--- config.mk ---
export PLATFORM = sky130hd
export DESIGN_NAME = mss_cell
export DESIGN_NICKNAME = d
export VERILOG_FILES = /design/src/sv/mss_pkg.sv /design/src/sv/mss_cell.sv
export SDC_FILE = /design/constraint.sdc
export NUM_CORES = 1
export LEC_CHECK = 0
export ABC_AREA = 1
export BUFFER_PORTS_ARGS = -buffer_cell sky130_fd_sc_hd__clkbuf_2
export CORE_MARGIN = 2
export CORE_UTILIZATION = 35
export DETAILED_ROUTE_END_ITERATION = 10
export PLACE_DENSITY = 0.77
export SLEW_MARGIN = 0
export SYNTH_ARGS = -nofsm -noshare
export SYNTH_HDL_FRONTEND = slang
export SYNTH_SLANG_ARGS = --single-unit
export TNS_END_PERCENT = 5
--- constraint.sdc ---
create_clock -name clk -period 2.9 [get_ports clk]
set_input_delay 0.435 -clock clk [delete_from_list [all_inputs] [get_ports clk]]
set_output_delay 0.435 -clock clk [all_outputs]
set_load 0.01 [all_outputs]
--- src/sv/mss_pkg.sv ---
// Shared types and fixed field widths for the median-of-sample-set block.
// Used by mss_cell and median_of_sample_set_core; depends on nothing.
package mss_pkg;

	// Fixed field widths of the stream items
	localparam int SAMPLE_W   = 16;
	localparam int MEDIAN_W   = 17;
	localparam int SIZE_W     = 9;
	localparam int IN_DATA_W  = 16;
	localparam int OUT_DATA_W = 32;

	// Bit positions of the result fields in the output tdata
	localparam int MEDIAN_LSB = 0;
	localparam int SIZE_LSB   = MEDIAN_LSB + MEDIAN_W;
	localparam int OVF_BIT    = SIZE_LSB + SIZE_W;

	// Command broadcast along the chain each cycle
	typedef struct packed {
		logic ins;   // insert the broadcast sample in order
		logic shift; // move every value one cell towards cell 0
	} mss_cmd_t;

endpackage

--- src/sv/mss_cell.sv ---
// One cell of the sorted insertion chain: holds one sample value.
// Depends on mss_pkg for the command struct.
module mss_cell
	import mss_pkg::*;
#(
	parameter int SAMPLE_BITS = 16
) (
	input  logic                   clk,
	input  mss_cmd_t               cmd,
	input  logic [SAMPLE_BITS-1:0] x,
	input  logic                   occ,
	input  logic                   prev_keep,
	input  logic [SAMPLE_BITS-1:0] prev_val,
	input  logic [SAMPLE_BITS-1:0] next_val,
	output logic [SAMPLE_BITS-1:0] val,
	output logic                   keep
);

	logic [SAMPLE_BITS-1:0] val_q;

	// hold the value when it is occupied and not above the new sample
	assign keep = occ && (val_q <= x);
	assign val  = val_q;

	always_ff @(posedge clk) begin
		if (cmd.ins) begin
			if (!keep) begin
				val_q <= prev_keep ? x : prev_val;
			end
		end else if (cmd.shift) begin
			val_q <= next_val;
		end
	end

endmodule

---- After elaboration in Yosys (flattened, before gate mapping) ----
Cells that the tools add are included.
cells by class
  order comparisons ....................... 1
  eq/ne operators ......................... 1
  muxes and demuxes ....................... 4
  reductions and logical operators ........ 3
operators with widths
  operator              count
  $mux W16              4
  $le A16 B16 Y1        1
  $ne A2 B2 Y1 const B  1
  $reduce_and A2 Y1     1
  $reduce_bool A2 Y1    1
  $logic_and A1 B1 Y1   1
storage, ports and cells
  flip-flop bits (word level) ............. 16
  output and inout bits ................... 17
  word-level logic and storage cells ...... 10

---- Logic depth before layout (Yosys ltp) ----
  depth after elaboration ................. 4
  mapped depth ............................ 15

---- Worst setup path before layout ----
Ideal clock, no wire load.
  kind .................................... in2reg
  start point ............................. input x[15]
  end point ............................... register val_q[0] (netlist: val[0]) (enable)
  setup time .............................. 372 ps
  arrival time ............................ 1,612 ps
  data required time ...................... 2,528 ps
  setup slack ............................. 916 ps
  stages on the path ...................... 10
  path buffers ............................ 0
  cell sequence ........................... inv_1 > ha_1 > nand2_2 > nor3_2 > nand2_1 > nand2_1 > nand2_1 > nand2_1 > nand2_1 > nand2_1
between the ends
  longest elaborated chain between the ends .. 4
RTL lines
  item                         RTL line        RTL
  start, declared              mss_cell.sv:10  input logic [SAMPLE_BITS-1:0] x,
  $le A16 B16 Y1               mss_cell.sv:22  assign keep = occ && (val_q <= x);
  $logic_and A1 B1 Y1          mss_cell.sv:22
  $ne A2 B2 Y1 (no line)       n/a
  $reduce_and A2 Y1 (no line)  n/a
  end signal, assigned         mss_cell.sv:28  val_q <= prev_keep ? x : prev_val;
  end signal, assigned         mss_cell.sv:31  val_q <= next_val;
  end, declared                mss_cell.sv:19  logic [SAMPLE_BITS-1:0] val_q;
No other way between the ends.
A chain may end at the register's enable or synchronous reset.

---- Final worst setup path ----
  start point ............................. register val_q[11] (netlist: val[11])
  end point ............................... output keep
between the ends
  longest elaborated chain between the ends .. 2
RTL lines
  item                 RTL line        RTL
  $le A16 B16 Y1       mss_cell.sv:22
  $logic_and A1 B1 Y1  mss_cell.sv:22
  end, declared        mss_cell.sv:16  output logic keep
No other way between the ends.

==> results.md <==
* Yosys warnings at 0
* Core area at 3390 sq um
* Clk root buf: clkbuf_4
* CTS tree: built
* DR pass1 iterations at 4
* Clk Latency, worst-skew pair at 0.29 ns
* Detailed placement HPWL at 2520 um
* Fin cells at 276
* Clock buffer count from CTS at 3
* Setup TNS at 0 ns
* HP Class: in -> reg
* Max FFs per register at 16
* ANT nets after route at 0
* Endpoint class of the critical path: output pin
* Overall power consumption at 619 uW
* Vias in the first global route at 1,175
* Pre-CTS WS at 0.514 ns
* Worst Path Arrival at 1.77 ns
* Max Slew Vio Count at 0
* Post-CTS Setup Inserts at 0
* Gate power share at 32.6%
* Sequential Power Share at 48.3%
* Total of max-cap violations at 0
* Resize count post-CTS at 0
* Peak supply drop at 163 uV
* Total vias in the final route at 1,260
* Share of cells above drive strength 1 at 33.5%
* RSZ-0062 raised after global routing: no
* Count of cell types in the netlist at 19
* Area growth, synth to finish at 32.1%
* Chip Height at 63.7 um
* Pwr Density at 376 nW/um^2
* Final setup viols at 0
* Synth Register Bits at 16
* Run status: complete, no violations
* Actual slew at the worst max-slew pin at 0.674 ns
* Internal power at 422 uW
* Initial drt markers at 30
* CP Max Fanout at 3
* Grt total ovfl at 0
* FMAX at 453 MHz
* Die Area at 4060 sq um
* Final Net Count at 301
* Worst Path Required at 2.47 ns
* Antenna diode count at 0
* Die width at 63.7 um
* Setup Skew at 0.00797 ns
* Detailed-route DRC error count at 0
* Period utilisation layout at 76.1%
* Synthesized cell area at 1250 sq um
* Slew HR at 55.0%
* Final wirelength at 3210 um
* Site Rows at 21
* DR WL/cell at 11.6 um
* Gpl congestion at 0.772
* Clock-pin slew on the worst setup and hold paths at 0.10 ns
* Post-synthesis sequential area ratio at 38.5%
* Lkg Pwr at 0.896 nW
* Mapped Nets at 231
* Pin count of the biggest net entering global routing at 19
* Syn_area_per_cell at 7.70 sq um
* H-tree lvl count at 1
* Sw Share at 31.9%
* Placed insts at 273
* Clock power share at 19.1%
* Drt via density at 4.57
* GRT Overall Usage at 16.5%
* Sw power at 197 uW
* Fin crit period at 2.21 ns
* Final core utilization at 48.6%
* Total I/O pin count at 70
* CP startpoint kind: flop
* Clock sink count at 16
* Setup ws final at 0.694 ns
* Clock tree buffer depth at 2
* Hold Fails Final Rpt at 0
* Initial antenna violation count at 0
* Post-Synthesis Cells at 162
* Crit path kind: reg -> out
* Hold bufs inserted after CTS at 0
* First-pass GRT wire length at 5230 um
* Port buffer count at 69
* Starting density of the core at 36.8%
-- synthesized netlist by cell type --
master | number | area (sq um)
buf_4 | 1 | 7.51
nor2_2 | 1 | 6.26
nor2_1 | 20 | 75.1
nand2_1 | 37 | 139
nand4_1 | 1 | 6.26
a21oi_1 | 6 | 30.0
edfxtp_1 | 16 | 480
a21o_1 | 1 | 7.51
buf_2 | 1 | 5.00
nand3_1 | 2 | 10.0
nand2_2 | 1 | 6.26
o21ai_1 | 6 | 30.0
clkbuf_2 | 1 | 5.00
inv_2 | 2 | 7.51
clkbuf_4 | 1 | 7.51
inv_1 | 21 | 78.8
nor3_2 | 1 | 10.0
o21ai_0 | 27 | 135
ha_1 | 16 | 200
-- kinds of logic after synthesis --
kind of cell | share of synthesized area, %
AO/OA/AOI/OAI | 16.2
adder cells (fa/ha/maj) | 16.0
buffers and inverters | 8.93
flip-flops | 38.5
AND/OR/NAND/NOR | 20.3
-- critical path: stages (launching register included) --
cell and delay (ns):
edfxtp_1 0.40, ha_1 0.33, a21oi_1 0.17, nand2_1 0.08
a21oi_1 0.14, nand2_1 0.07, nand2_1 0.05, nand2_1 0.06
inv_1 0.07, clkbuf_2 0.13
-- power by group through the flow --
stage,sequential (mW),clock [mW],combinational [mW]
finish,0.299,0.118,0.202
global route,0.302,0.137,0.234
CTS,0.300,0.120,0.204
detailed placement,0.305,0,0.203
global placement,0.304,0,0.199
floorplan,0.316,0,0.105
-- layout by cell type, fill, tap and decap left out --
cell type  instances
clkbuf_4           3
a21oi_1            6
nor3_2             1
nand3_1            2
o21ai_1            6
nor2_1            20
nor2_2             1
clkbuf_2          69
a21o_1             1
inv_2              2
edfxtp_1          16
ha_1              16
o21ai_0           27
nand4_1            1
nand2_2            1
inv_1             21
nand2_1           37
-- metrics by stage --
step | instance area (sq um) | hold slack [ns]
2_1_floorplan | 1250 | 0.626
3_3_place_gp | 1630 | 0.715
3_5_place_dp | 1630 | 0.728
4_1_cts | 1650 | 0.431
5_1_grt | 1650 | 0.438
6_report | 1650 | 0.427
-- path summary, 6_finish.rpt --
check	slack [ns]	to	cells after the start	from
worst min register to register	1.61	val[13]	8	val[4]
worst max register to register	0.72	val[6]	11	val[7]
worst max-delay path	0.69	keep	9	val[11]
worst min-delay path	0.43	val[1]	3	next_val[1]
-- cell type report --
cell class	count	area, sq um
fillers	363	1740
multi-input cells	119	656
flip-flops and latches	16	480
repair buffers	69	345
inverters	23	86.3
well taps	46	57.6
clock buffers	3	22.5
-- per-layer routing --
layer / vias to the layer above / track usage [%] / wire (um)
met5: - / 0 / 0
met2: 32 / 26.8 / 1540
met3: 2 / 1.61 / 122
li1: 676 / - / -
met1: 550 / 22.8 / 1510
met4: 0 / 5.71 / 38
(Power assumes the default switching activity.)
